===== config.mk =====
export PLATFORM = sky130hd
export DESIGN_NAME = directed_graph_edge_store
export DESIGN_NICKNAME = d
export VERILOG_FILES = /design/src/rtl/dges_pkg.sv /design/src/rtl/directed_graph_edge_store.sv /design/src/rtl/dges_edge_mem.sv /design/src/rtl/dges_cmp.sv /design/src/rtl/dges_ctrl.sv
export VERILOG_INCLUDE_DIRS = /design/src /design/src/rtl
export SDC_FILE = /design/constraint.sdc
export NUM_CORES = 2
export LEC_CHECK = 0
export ABC_AREA = 1
export BUFFER_PORTS_ARGS = -buffer_cell sky130_fd_sc_hd__buf_4
export CORE_MARGIN = 2
export CORE_UTILIZATION = 59
export CTS_CLUSTER_DIAMETER = 30
export DETAILED_ROUTE_END_ITERATION = 8
export HOLD_SLACK_MARGIN = 0.05
export PLACE_DENSITY = 0.76
export SLEW_MARGIN = 0
export SYNTH_ARGS = -nofsm -noshare
export SYNTH_HDL_FRONTEND = slang
export SYNTH_HIERARCHICAL = 1
export SYNTH_SLANG_ARGS = --single-unit

===== constraint.sdc =====
create_clock -name clk -period 16.55 [get_ports clk]
set_input_delay 1.655 -clock clk [delete_from_list [all_inputs] [get_ports clk]]
set_output_delay 1.655 -clock clk [all_outputs]
set_load 0.01 [all_outputs]

===== src/rtl/directed_graph_edge_store_assert.svh =====
// Assertion macros shared by the edge store RTL.
// Depends on nothing; included by the files that carry concurrent checks.
`ifndef DIRECTED_GRAPH_EDGE_STORE_ASSERT_SVH
`define DIRECTED_GRAPH_EDGE_STORE_ASSERT_SVH

`ifndef ASSERT_OFF
// Check a property on every rising edge outside reset.
`define DGES_ASSERT(label, clk, rst_n, prop, msg) \
    label: assert property (@(posedge clk) disable iff (!rst_n) (prop)) else $error(msg);
// Check that a condition never holds.
`define DGES_ASSERT_NEVER(label, clk, rst_n, cond, msg) \
    `DGES_ASSERT(label, clk, rst_n, !(cond), msg)
`else
`define DGES_ASSERT(label, clk, rst_n, prop, msg)
`define DGES_ASSERT_NEVER(label, clk, rst_n, cond, msg)
`endif

`endif


===== src/rtl/dges_pkg.sv =====
// Shared types and constants of the directed-graph edge store.
// No dependencies; used by every module of the block.
package dges_pkg;

    localparam int KIND_W   = 3;
    localparam int VTX_W    = 4;
    localparam int ROW_W    = 16;
    localparam int VCOUNT_W = 5;
    localparam int IDX_LIMIT = 16;
    localparam int ADDR_W   = 3;
    localparam int DATA_W   = 32;

    localparam logic [KIND_W-1:0] KIND_ADD      = 3'd0;
    localparam logic [KIND_W-1:0] KIND_REMOVE   = 3'd1;
    localparam logic [KIND_W-1:0] KIND_HAS      = 3'd2;
    localparam logic [KIND_W-1:0] KIND_OUT_LIST = 3'd3;
    localparam logic [KIND_W-1:0] KIND_IN_LIST  = 3'd4;
    localparam logic [KIND_W-1:0] KIND_ROW      = 3'd5;

    // Register index is paddr[2]
    localparam logic REG_VERTEX_COUNT = 1'b0;
    localparam logic [VCOUNT_W-1:0] VCOUNT_RESET = 5'd10;

    typedef struct packed {
        logic             ok;
        logic [VTX_W-1:0] listed_vertex;
        logic             none;
        logic [ROW_W-1:0] row_bits;
        logic             last;
    } result_t;

    typedef struct packed {
        logic hit;       // entry equals the search key
        logic in_range;  // entry below the active vertex count
        logic at_end;    // position has reached the list length
        logic is_final;  // position is the last entry of the list
    } cmp_flags_t;

endpackage


===== src/rtl/directed_graph_edge_store.sv =====
// Top level of the directed-graph edge store: register port and result register.
// Depends on dges_pkg, dges_edge_mem, dges_ctrl and the assertion macro header.
//
//  channel | handshake            | payload
//  --------+----------------------+-------------------------------------------
//  req     | req_valid, req_stall | kind, source_vertex, target_vertex
//  rsp     | rsp_valid, rsp_stall | ok, listed_vertex, none, row_bits, last
//  cfg     | psel, penable, ...   | vertex_count at paddr 0
//
// One request is in flight at a time; req_stall stays high until its last beat
// has entered the result register. Each list entry takes an address step, then
// a compare on the registered read data. Remove also moves every later entry
// down by one, out-list gives one beat per entry and in-list walks every list
// below vertex_count. Reset clears the list lengths and sets vertex_count to 10;
// a stalled beat holds.
`include "directed_graph_edge_store_assert.svh"

module directed_graph_edge_store #(
    parameter int MAX_VERTICES = 16
) (
    input  logic                          clk,
    input  logic                          rst_n,
    // request channel
    input  logic                          req_valid,
    output logic                          req_stall,
    input  logic [dges_pkg::KIND_W-1:0]   kind,
    input  logic [dges_pkg::VTX_W-1:0]    source_vertex,
    input  logic [dges_pkg::VTX_W-1:0]    target_vertex,
    // result channel
    output logic                          rsp_valid,
    input  logic                          rsp_stall,
    output logic                          ok,
    output logic [dges_pkg::VTX_W-1:0]    listed_vertex,
    output logic                          none,
    output logic [dges_pkg::ROW_W-1:0]    row_bits,
    output logic                          last,
    // configuration port
    input  logic                          psel,
    input  logic                          penable,
    input  logic                          pwrite,
    input  logic [dges_pkg::ADDR_W-1:0]   paddr,
    input  logic [dges_pkg::DATA_W-1:0]   pwdata,
    output logic [dges_pkg::DATA_W-1:0]   prdata,
    output logic                          pready
);

    localparam int VW = $clog2(MAX_VERTICES);
    localparam int LW = $clog2(MAX_VERTICES + 1);
    localparam int AW = 2 * VW;

    logic [dges_pkg::VCOUNT_W-1:0] vcount_reg;
    logic                          cfg_write;

    logic                          busy;
    logic                          req_accept;
    logic                          res_ready;
    logic                          res_push;
    dges_pkg::result_t             res;
    dges_pkg::result_t             out_reg;
    logic                          rsp_valid_reg;

    logic                          rd_en;
    logic [AW-1:0]                 rd_addr;
    logic [dges_pkg::VTX_W-1:0]    rd_data;
    logic                          wr_en;
    logic [AW-1:0]                 wr_addr;
    logic [dges_pkg::VTX_W-1:0]    wr_data;

    // Register port: zero wait states, vertex_count is the only register
    assign pready    = 1'b1;
    assign cfg_write = psel && penable && pwrite && pready
                       && (paddr[2] == dges_pkg::REG_VERTEX_COUNT);
    assign prdata    = (paddr[2] == dges_pkg::REG_VERTEX_COUNT)
                       ? {{(dges_pkg::DATA_W - dges_pkg::VCOUNT_W){1'b0}}, vcount_reg}
                       : '0;

    always_ff @(posedge clk or negedge rst_n)
    begin
        if (!rst_n)
        begin
            vcount_reg <= dges_pkg::VCOUNT_RESET;
        end
        else if (cfg_write)
        begin
            vcount_reg <= pwdata[dges_pkg::VCOUNT_W-1:0];
        end
    end

    // Request side: take a new beat only while the sequencer is idle
    assign req_stall  = busy;
    assign req_accept = req_valid && !req_stall;

    dges_edge_mem #(
        .AW(AW)
    ) u_mem (
        .clk     (clk),
        .wr_en   (wr_en),
        .wr_addr (wr_addr),
        .wr_data (wr_data),
        .rd_en   (rd_en),
        .rd_addr (rd_addr),
        .rd_data (rd_data)
    );

    dges_ctrl #(
        .MAX_VERTICES (MAX_VERTICES),
        .VW           (VW),
        .LW           (LW)
    ) u_ctrl (
        .clk           (clk),
        .rst_n         (rst_n),
        .req_accept    (req_accept),
        .kind          (kind),
        .source_vertex (source_vertex),
        .target_vertex (target_vertex),
        .vertex_count  (vcount_reg),
        .busy          (busy),
        .res_ready     (res_ready),
        .res_push      (res_push),
        .res           (res),
        .rd_en         (rd_en),
        .rd_addr       (rd_addr),
        .rd_data       (rd_data),
        .wr_en         (wr_en),
        .wr_addr       (wr_addr),
        .wr_data       (wr_data)
    );

    // Result register: load when empty or when the held beat leaves this cycle
    assign res_ready = !rsp_valid_reg || !rsp_stall;

    always_ff @(posedge clk or negedge rst_n)
    begin
        if (!rst_n)
        begin
            rsp_valid_reg <= 1'b0;
        end
        else if (res_ready)
        begin
            rsp_valid_reg <= res_push;
        end
    end

    always_ff @(posedge clk)
    begin
        if (res_push)
        begin
            out_reg <= res;
        end
    end

    assign rsp_valid     = rsp_valid_reg;
    assign ok            = out_reg.ok;
    assign listed_vertex = out_reg.listed_vertex;
    assign none          = out_reg.none;
    assign row_bits      = out_reg.row_bits;
    assign last          = out_reg.last;

    `DGES_ASSERT(a_busy_after_accept, clk, rst_n, req_accept |=> req_stall,
        "request accepted but block not busy")
    `DGES_ASSERT_NEVER(a_push_into_full, clk, rst_n, res_push && rsp_valid_reg && rsp_stall,
        "result pushed over a stalled beat")
    `DGES_ASSERT_NEVER(a_push_when_idle, clk, rst_n, res_push && !busy,
        "result pushed with no request in flight")

endmodule


===== src/rtl/dges_edge_mem.sv =====
// Edge list memory: one write port, one registered read port.
// Depends on dges_pkg for the entry width.
module dges_edge_mem #(
    parameter int AW = 8
) (
    input  logic                       clk,
    input  logic                       wr_en,
    input  logic [AW-1:0]              wr_addr,
    input  logic [dges_pkg::VTX_W-1:0] wr_data,
    input  logic                       rd_en,
    input  logic [AW-1:0]              rd_addr,
    output logic [dges_pkg::VTX_W-1:0] rd_data
);

    logic [dges_pkg::VTX_W-1:0] mem [2**AW];

    always_ff @(posedge clk)
    begin
        if (wr_en)
        begin
            mem[wr_addr] <= wr_data;
        end
        if (rd_en)
        begin
            rd_data <= mem[rd_addr];
        end
    end

endmodule


===== src/rtl/dges_cmp.sv =====
// Shared compare and step unit: entry match, range test and position advance.
// Depends on dges_pkg for widths and the flag struct.
module dges_cmp #(
    parameter int LW = 5
) (
    input  logic [dges_pkg::VTX_W-1:0]    entry,
    input  logic [dges_pkg::VTX_W-1:0]    key,
    input  logic [dges_pkg::VCOUNT_W-1:0] n_active,
    input  logic [LW-1:0]                 pos,
    input  logic [LW-1:0]                 len,
    output dges_pkg::cmp_flags_t          flags,
    output logic [LW-1:0]                 pos_inc
);

    assign pos_inc        = pos + LW'(1);
    assign flags.hit      = (entry == key);
    assign flags.in_range = ({1'b0, entry} < n_active);
    assign flags.at_end   = (pos == len);
    assign flags.is_final = (pos_inc == len);

endmodule


===== src/rtl/dges_ctrl.sv =====
// Request sequencer: walks edge lists through the shared compare unit.
// Depends on dges_pkg, dges_cmp and the assertion macro header.
`include "directed_graph_edge_store_assert.svh"

module dges_ctrl #(
    parameter int MAX_VERTICES = 16,
    parameter int VW = 4,
    parameter int LW = 5
) (
    input  logic                          clk,
    input  logic                          rst_n,
    input  logic                          req_accept,
    input  logic [dges_pkg::KIND_W-1:0]   kind,
    input  logic [dges_pkg::VTX_W-1:0]    source_vertex,
    input  logic [dges_pkg::VTX_W-1:0]    target_vertex,
    input  logic [dges_pkg::VCOUNT_W-1:0] vertex_count,
    output logic                          busy,
    input  logic                          res_ready,
    output logic                          res_push,
    output dges_pkg::result_t             res,
    output logic                          rd_en,
    output logic [2*VW-1:0]               rd_addr,
    input  logic [dges_pkg::VTX_W-1:0]    rd_data,
    output logic                          wr_en,
    output logic [2*VW-1:0]               wr_addr,
    output logic [dges_pkg::VTX_W-1:0]    wr_data
);

    localparam int N_CAP = (MAX_VERTICES < dges_pkg::IDX_LIMIT) ? MAX_VERTICES
                                                                 : dges_pkg::IDX_LIMIT;
    localparam int CW = (VW + 1 > dges_pkg::VCOUNT_W) ? VW + 1 : dges_pkg::VCOUNT_W;

    typedef enum logic [7:0] {
        S_IDLE      = 8'b0000_0001,
        S_DISPATCH  = 8'b0000_0010,
        S_SCAN_RD   = 8'b0000_0100,
        S_SCAN_CMP  = 8'b0000_1000,
        S_SHIFT_RD  = 8'b0001_0000,
        S_SHIFT_WR  = 8'b0010_0000,
        S_NEXT_LIST = 8'b0100_0000,
        S_EMIT      = 8'b1000_0000
    } state_t;

    state_t state_reg, state_next;
    state_t ret_reg, ret_next;

    logic [dges_pkg::KIND_W-1:0] kind_reg;
    logic [dges_pkg::VTX_W-1:0]  src_reg;
    logic [dges_pkg::VTX_W-1:0]  tgt_reg;
    logic [VW-1:0]               list_reg, list_next;
    logic [LW-1:0]               pos_reg, pos_next;
    logic [dges_pkg::ROW_W-1:0]  row_reg, row_next;
    logic                        pend_valid_reg, pend_valid_next;
    logic [dges_pkg::VTX_W-1:0]  pend_vtx_reg, pend_vtx_next;
    dges_pkg::result_t           res_reg, res_next;

    logic [LW-1:0] len_reg [MAX_VERTICES];
    logic          len_wr_en;
    logic [LW-1:0] len_wr_val;

    logic [dges_pkg::VCOUNT_W-1:0] n_active;
    logic                          src_ok;
    logic                          tgt_ok;
    logic [VW-1:0]                 src_list;
    logic [LW-1:0]                 cur_len;
    logic [CW-1:0]                 list_inc;
    logic                          more_lists;
    logic [dges_pkg::VTX_W-1:0]    key;
    dges_pkg::cmp_flags_t          flags;
    logic [LW-1:0]                 pos_inc;

    function automatic dges_pkg::result_t mk_res(
        input logic                       ok,
        input logic [dges_pkg::VTX_W-1:0] vtx,
        input logic                       none,
        input logic [dges_pkg::ROW_W-1:0] row,
        input logic                       last
    );
        dges_pkg::result_t r;
        r.ok            = ok;
        r.listed_vertex = vtx;
        r.none          = none;
        r.row_bits      = row;
        r.last          = last;
        return r;
    endfunction

    assign n_active = (vertex_count > dges_pkg::VCOUNT_W'(N_CAP))
                      ? dges_pkg::VCOUNT_W'(N_CAP) : vertex_count;
    assign src_ok     = ({1'b0, src_reg} < n_active);
    assign tgt_ok     = ({1'b0, tgt_reg} < n_active);
    assign src_list   = VW'(src_reg);
    assign cur_len    = len_reg[list_reg];
    assign list_inc   = CW'(list_reg) + CW'(1);
    assign more_lists = (list_inc < CW'(n_active));
    assign key        = (kind_reg == dges_pkg::KIND_IN_LIST) ? src_reg : tgt_reg;

    dges_cmp #(
        .LW(LW)
    ) u_cmp (
        .entry    (rd_data),
        .key      (key),
        .n_active (n_active),
        .pos      (pos_reg),
        .len      (cur_len),
        .flags    (flags),
        .pos_inc  (pos_inc)
    );

    assign busy = (state_reg != S_IDLE);
    assign res  = res_reg;

    always_comb
    begin
        state_next      = state_reg;
        ret_next        = ret_reg;
        list_next       = list_reg;
        pos_next        = pos_reg;
        row_next        = row_reg;
        pend_valid_next = pend_valid_reg;
        pend_vtx_next   = pend_vtx_reg;
        res_next        = res_reg;
        len_wr_en       = 1'b0;
        len_wr_val      = cur_len;
        rd_en           = 1'b0;
        rd_addr         = {list_reg, pos_reg[VW-1:0]};
        wr_en           = 1'b0;
        wr_addr         = {list_reg, pos_reg[VW-1:0]};
        wr_data         = tgt_reg;
        res_push        = 1'b0;

        unique case (state_reg)
            S_IDLE:
            begin
                if (req_accept)
                begin
                    state_next = S_DISPATCH;
                end
            end

            S_DISPATCH:
            begin
                // Default answer: a single flagged-none beat
                res_next        = mk_res(1'b0, '0, 1'b1, '0, 1'b1);
                ret_next        = S_IDLE;
                state_next      = S_EMIT;
                pos_next        = '0;
                row_next        = '0;
                pend_valid_next = 1'b0;
                unique case (kind_reg)
                    dges_pkg::KIND_ADD, dges_pkg::KIND_REMOVE, dges_pkg::KIND_HAS:
                    begin
                        if (src_ok && tgt_ok)
                        begin
                            list_next  = src_list;
                            state_next = S_SCAN_RD;
                        end
                        else
                        begin
                            res_next = mk_res(1'b0, '0, 1'b0, '0, 1'b1);
                        end
                    end
                    dges_pkg::KIND_OUT_LIST:
                    begin
                        if (src_ok && (len_reg[src_list] != '0))
                        begin
                            list_next  = src_list;
                            state_next = S_SCAN_RD;
                        end
                    end
                    dges_pkg::KIND_IN_LIST:
                    begin
                        if (src_ok)
                        begin
                            list_next  = '0;
                            state_next = S_SCAN_RD;
                        end
                    end
                    dges_pkg::KIND_ROW:
                    begin
                        if (src_ok)
                        begin
                            list_next  = src_list;
                            state_next = S_SCAN_RD;
                        end
                    end
                    default:
                    begin
                        state_next = S_EMIT;
                    end
                endcase
            end

            S_SCAN_RD:
            begin
                if (flags.at_end)
                begin
                    ret_next   = S_IDLE;
                    state_next = S_EMIT;
                    unique case (kind_reg)
                        dges_pkg::KIND_ADD:
                        begin
                            if (cur_len < LW'(MAX_VERTICES))
                            begin
                                wr_en      = 1'b1;
                                wr_addr    = {list_reg, cur_len[VW-1:0]};
                                len_wr_en  = 1'b1;
                                len_wr_val = cur_len + LW'(1);
                                res_next   = mk_res(1'b1, '0, 1'b0, '0, 1'b1);
                            end
                            else
                            begin
                                res_next = mk_res(1'b0, '0, 1'b0, '0, 1'b1);
                            end
                        end
                        dges_pkg::KIND_REMOVE, dges_pkg::KIND_HAS:
                        begin
                            res_next = mk_res(1'b0, '0, 1'b0, '0, 1'b1);
                        end
                        dges_pkg::KIND_ROW:
                        begin
                            res_next = mk_res(1'b1, '0, 1'b0, row_reg, 1'b1);
                        end
                        dges_pkg::KIND_IN_LIST:
                        begin
                            state_next = S_NEXT_LIST;
                        end
                        default:
                        begin
                            // Out-list: last beat already went out
                            state_next = S_IDLE;
                        end
                    endcase
                end
                else
                begin
                    rd_en      = 1'b1;
                    state_next = S_SCAN_CMP;
                end
            end

            S_SCAN_CMP:
            begin
                pos_next   = pos_inc;
                state_next = S_SCAN_RD;
                unique case (kind_reg)
                    dges_pkg::KIND_ADD:
                    begin
                        if (flags.hit)
                        begin
                            res_next   = mk_res(1'b0, '0, 1'b0, '0, 1'b1);
                            ret_next   = S_IDLE;
                            state_next = S_EMIT;
                        end
                    end
                    dges_pkg::KIND_HAS:
                    begin
                        if (flags.hit)
                        begin
                            res_next   = mk_res(1'b1, '0, 1'b0, '0, 1'b1);
                            ret_next   = S_IDLE;
                            state_next = S_EMIT;
                        end
                    end
                    dges_pkg::KIND_REMOVE:
                    begin
                        if (flags.hit)
                        begin
                            // Hold the position of the match and close the gap
                            pos_next   = pos_reg;
                            state_next = S_SHIFT_RD;
                        end
                    end
                    dges_pkg::KIND_OUT_LIST:
                    begin
                        res_next   = mk_res(1'b0, rd_data, 1'b0, '0, flags.is_final);
                        ret_next   = S_SCAN_RD;
                        state_next = S_EMIT;
                    end
                    dges_pkg::KIND_ROW:
                    begin
                        if (flags.in_range)
                        begin
                            row_next = row_reg | (dges_pkg::ROW_W'(1) << rd_data);
                        end
                    end
                    dges_pkg::KIND_IN_LIST:
                    begin
                        if (flags.hit)
                        begin
                            pend_valid_next = 1'b1;
                            pend_vtx_next   = dges_pkg::VTX_W'(list_reg);
                            state_next      = S_NEXT_LIST;
                            if (pend_valid_reg)
                            begin
                                res_next   = mk_res(1'b0, pend_vtx_reg, 1'b0, '0, 1'b0);
                                ret_next   = S_NEXT_LIST;
                                state_next = S_EMIT;
                            end
                        end
                    end
                    default:
                    begin
                        state_next = S_IDLE;
                    end
                endcase
            end

            S_SHIFT_RD:
            begin
                if (flags.is_final)
                begin
                    len_wr_en  = 1'b1;
                    len_wr_val = cur_len - LW'(1);
                    res_next   = mk_res(1'b1, '0, 1'b0, '0, 1'b1);
                    ret_next   = S_IDLE;
                    state_next = S_EMIT;
                end
                else
                begin
                    rd_en      = 1'b1;
                    rd_addr    = {list_reg, pos_inc[VW-1:0]};
                    state_next = S_SHIFT_WR;
                end
            end

            S_SHIFT_WR:
            begin
                wr_en      = 1'b1;
                wr_data    = rd_data;
                pos_next   = pos_inc;
                state_next = S_SHIFT_RD;
            end

            S_NEXT_LIST:
            begin
                if (more_lists)
                begin
                    list_next  = list_inc[VW-1:0];
                    pos_next   = '0;
                    state_next = S_SCAN_RD;
                end
                else
                begin
                    if (pend_valid_reg)
                    begin
                        res_next = mk_res(1'b0, pend_vtx_reg, 1'b0, '0, 1'b1);
                    end
                    else
                    begin
                        res_next = mk_res(1'b0, '0, 1'b1, '0, 1'b1);
                    end
                    pend_valid_next = 1'b0;
                    ret_next        = S_IDLE;
                    state_next      = S_EMIT;
                end
            end

            S_EMIT:
            begin
                if (res_ready)
                begin
                    res_push   = 1'b1;
                    state_next = ret_reg;
                end
            end

            default:
            begin
                state_next = S_IDLE;
            end
        endcase
    end

    always_ff @(posedge clk or negedge rst_n)
    begin
        if (!rst_n)
        begin
            state_reg      <= S_IDLE;
            ret_reg        <= S_IDLE;
            list_reg       <= '0;
            pos_reg        <= '0;
            pend_valid_reg <= 1'b0;
            for (int i = 0; i < MAX_VERTICES; i++)
            begin
                len_reg[i] <= '0;
            end
        end
        else
        begin
            state_reg      <= state_next;
            ret_reg        <= ret_next;
            list_reg       <= list_next;
            pos_reg        <= pos_next;
            pend_valid_reg <= pend_valid_next;
            if (len_wr_en)
            begin
                len_reg[list_reg] <= len_wr_val;
            end
        end
    end

    always_ff @(posedge clk)
    begin
        if (req_accept)
        begin
            kind_reg <= kind;
            src_reg  <= source_vertex;
            tgt_reg  <= target_vertex;
        end
        row_reg      <= row_next;
        pend_vtx_reg <= pend_vtx_next;
        res_reg      <= res_next;
    end

    `DGES_ASSERT(a_len_bound, clk, rst_n, cur_len <= LW'(MAX_VERTICES), "list length over capacity")
    `DGES_ASSERT(a_scan_pos, clk, rst_n, (state_reg == S_SCAN_RD) |-> (pos_reg <= cur_len), "scan position past list end")
    `DGES_ASSERT(a_pend_kind, clk, rst_n, pend_valid_reg |-> (kind_reg == dges_pkg::KIND_IN_LIST), "pending in-list vertex outside in-list request")

endmodule

==> flow_summary.ini <==
[run_status]
run_status = completed

[logic_synthesis]
syn_avg_cell_area_um2 = 10.57
synth_flop_cell = edfxtp_1
post_synth_inst_count = 5047
synth_edf_count = 1105
synth.area.mux_share_pct = 0
post_synth_fa_ha_maj_area_fraction_pct = 0.4692
synth.yosys.seq_area_share_pct = 67.25
yosys.cell_types.count = 50
synth-async-reset-ratio_pct = 8.828
synth_xor_xnor_area_share_pct = 0.1642
synth.ff_latch_count = 1212
cell_area_after_synthesis_mm2 = 0.05333
synth_warnings = 6
synth_compound_area_share_pct = 1.715
share_of_synthesized_cell_area_in_and_or_nand_and_nor_gates_pct = 24.94
main_combinational_cell_family_by_area_after_synthesis = simple AND/OR/NAND/NOR gates

[layout]
mostFrequentLayoutCells = 1,514 x nand2_1, 1,105 x edfxtp_1, 1,079 x nand3_1
largest_reg_flops = 1024
multi_input_area_mm2 = 0.01476
synthToLayoutAreaGrowth_pct = 14.63
utilization_pct = 68.12
final-instance-count-excl-fill = 6423
antenna_cells = 0
num-nets-final = 5137
final.fill_count = 6191
finish.instance_area_mm2 = 0.06113
final_layout_size_suffix_gt1_share_pct = 10.14
final-seq-area_mm2 = 0.03587
final_common_cell = nand2_1

[route]
routed_via_density = 5.917
detail_route.wl_per_cell_um = 20.72
routed_wl_mm = 133.1
remaining_drc_errors = 0
total_number_of_vias = 38000
drt.antenna.violating_nets = 0
first_pass_iters = 6
first_iter_violations = 4632

[setup_path]
crit_path_max_incr_delay_ps = 1050
cp_common_cell = nand2_1
path_max_fanout = 215
r2r-start = u_ctrl/list_reg[2]$_DFFE_PN0P_
critical_path_capture_point_type = register
worstSetupStartpointType = register
origin_of_the_worst_setup_path = u_ctrl/list_reg[2]$_DFFE_PN0P_
ff2ff_setup_slack_ps = 8910
timing.setup.critical_path_class = reg2reg
cpMaxStageDelayCell = dfrtp_1
required_ps = 17160
cp_data_arrival_time_ps = 8250

[clocking]
cts_tree = done
worstSkewPairLatency_ps = 800
clock_sinks = 1212
post-cts-setup-buffers = 0
cts-root-buf = clkbuf_16
h-tree-depth = 4
max-clock-path-buffers = 3
holdBufCountCts = 0
cts_resized = 0
clkTransAtPathRegs_ps = 50
cts_made_buffers = 210

[timing]
maxSlewViolCount = 0
timing.final.crit_share_pct = 46.19
timing_worst_slew_pin_value_ps = 1203
slew_headroom_pct = 19.59
tns_ps = 0
clock-skew-final_ps = 43.29
period_minus_slack_ps = 7645
final-setup-viol-count = 0
hold_viol_final = 0
achievable-frequency_ghz = 0.1308
rsz0062_at_grt = false

[global_routing]
maximum_number_of_pins_on_one_net_before_global_route_repair = 227
antenna_found_initial = 1
grt_use_total_pct = 28.49
first_global_vias = 37270
grt_pass1_wl_mm = 205.7
grt_overflow_total = 0

[place]
port-buffer-count = 53
placed_cell_area_mm2 = 0.05374
gp_routability_congestion = 0.9130
dp.cells = 6028
hpwlAfterDp_mm = 71.03

[run]
max_cap_violations = 0

[floorplan]
die_w_um = 304.6
area_of_the_core_region_mm2 = 0.08974
total_i_o_pin_count = 111
die_h_um = 304.6
std_cell_rows = 110
area_of_the_die_mm2 = 0.09281
floorplan.initialDensity_pct = 59.43

[power_and_ir_drop]
power.density_mw_per_mm2 = 146.5
irDropWorstVdd_v = 0.0001126
cellLeakagePower_nw = 22.82

[min_path]
min_from = u_ctrl/res[22]$_SDFFCE_PP0P_
hold_path_class = reg2reg
[worst max-delay path, delay by kind of cell, from the launching register on]
| family | cells | cell delay (ps) |
|---|---|---|
| and+or+nand+nor | 20 | 3090 |
| AOI/OAI and AO/OA | 1 | 180 |
| buffers and inverters | 7 | 2830 |
| DFF | 1 | 1050 |
[kinds of logic (layout without fill, tap and decap cells)]
kind of cell	Yosys count	count (layout)
AND/OR/NAND/NOR	3102	3102
adder cells (fa/ha/maj)	20	20
AO/OA/AOI/OAI	167	167
flip-flops	1212	1212
buffers and inverters	534	708
other	2	28
XOR/XNOR	10	10
[layout make-up]
type | instances | area share, %
clock buffer | 231 | 8.826
clock inverter | 164 | 3.271
inverter | 214 | 1.365
multi-input combinational | 3327 | 24.14
sequential | 1212 | 58.68
tap | 1176 | 2.407
timing repair buffer | 99 | 1.318
[worst paths after layout]
check / end / cells after the start
setup / recovery: u_mem/rd_data[0]$_DFFE_PP_ / 28
hold / removal: ok$_DFFE_PP_ / 0
setup reg to reg: u_mem/rd_data[0]$_DFFE_PP_ / 28
min in group asynchronous: rsp_valid$_DFFE_PN0P_ / 1
hold reg to reg: ok$_DFFE_PP_ / 0
max in group asynchronous: u_ctrl/len_reg[17]$_DFFE_PN0P_ / 2
[power by group]
part,switching (W),internal [W]
clock network,0.00154,0.00286
registers,0.0000585,0.00352
logic,0.000772,0.000199
[routing by layer]
metal | GRT usage, % | up-vias | part of all wire [%]
li1 | - | 17400 | -
met1 | 36.62 | 17990 | 37
met2 | 45.80 | 2186 | 48
met3 | 6.474 | 431 | 10
met4 | 14.45 | 2 | 4.8
met5 | 0 | - | 0.0075
[synthesized netlist by cell type (2+ instances only)]
| cell | instances | area, µm² |
|---|---|---|
| a211oi_1 | 2 | 15.01 |
| a21oi_1 | 25 | 125.1 |
| and3_1 | 2 | 12.51 |
| buf_1 | 19 | 71.32 |
| buf_2 | 117 | 585.6 |
| buf_4 | 53 | 397.9 |
| buf_6 | 69 | 777.0 |
| buf_8 | 2 | 30.03 |
| clkbuf_1 | 60 | 225.2 |
| clkinv_1 | 4 | 15.01 |
| conb_1 | 2 | 7.510 |
| dfrtp_1 | 103 | 2577 |
| dfstp_2 | 4 | 105.1 |
| edfxtp_1 | 1105 | 33180 |
| ha_1 | 20 | 250.2 |
| inv_1 | 191 | 716.9 |
| inv_2 | 17 | 63.81 |
| nand2_1 | 1514 | 5683 |
| nand2_2 | 9 | 56.30 |
| nand2_4 | 2 | 22.52 |
| nand3_1 | 1079 | 5400 |
| nand3_2 | 12 | 120.1 |
| nand4_1 | 12 | 75.07 |
| nor2_1 | 432 | 1622 |
| nor2_2 | 9 | 56.30 |
| nor2_4 | 8 | 90.09 |
| nor3_1 | 11 | 55.05 |
| nor3_2 | 2 | 20.02 |
| nor4_1 | 3 | 18.77 |
| o211ai_1 | 7 | 52.55 |
| o21ai_0 | 82 | 410.4 |
| o21ai_1 | 31 | 155.2 |
| o22ai_1 | 4 | 25.02 |
| o31ai_1 | 9 | 67.56 |
| or2_2 | 3 | 18.77 |
| xnor2_1 | 3 | 26.28 |
| xor2_1 | 7 | 61.31 |
[per-stage QoR]
step	setup slack [ps]	hold slack, ps	power (W)
6_report	8905	413.9	0.008954
5_1_grt	8558	422.4	0.009217
4_1_cts	9224	415.1	0.008966
3_5_place_dp	9252	404.5	0.004572
3_3_place_gp	9333	401.4	0.004560
2_1_floorplan	3005	400.3	0.004357
(Power assumes the default switching activity.)
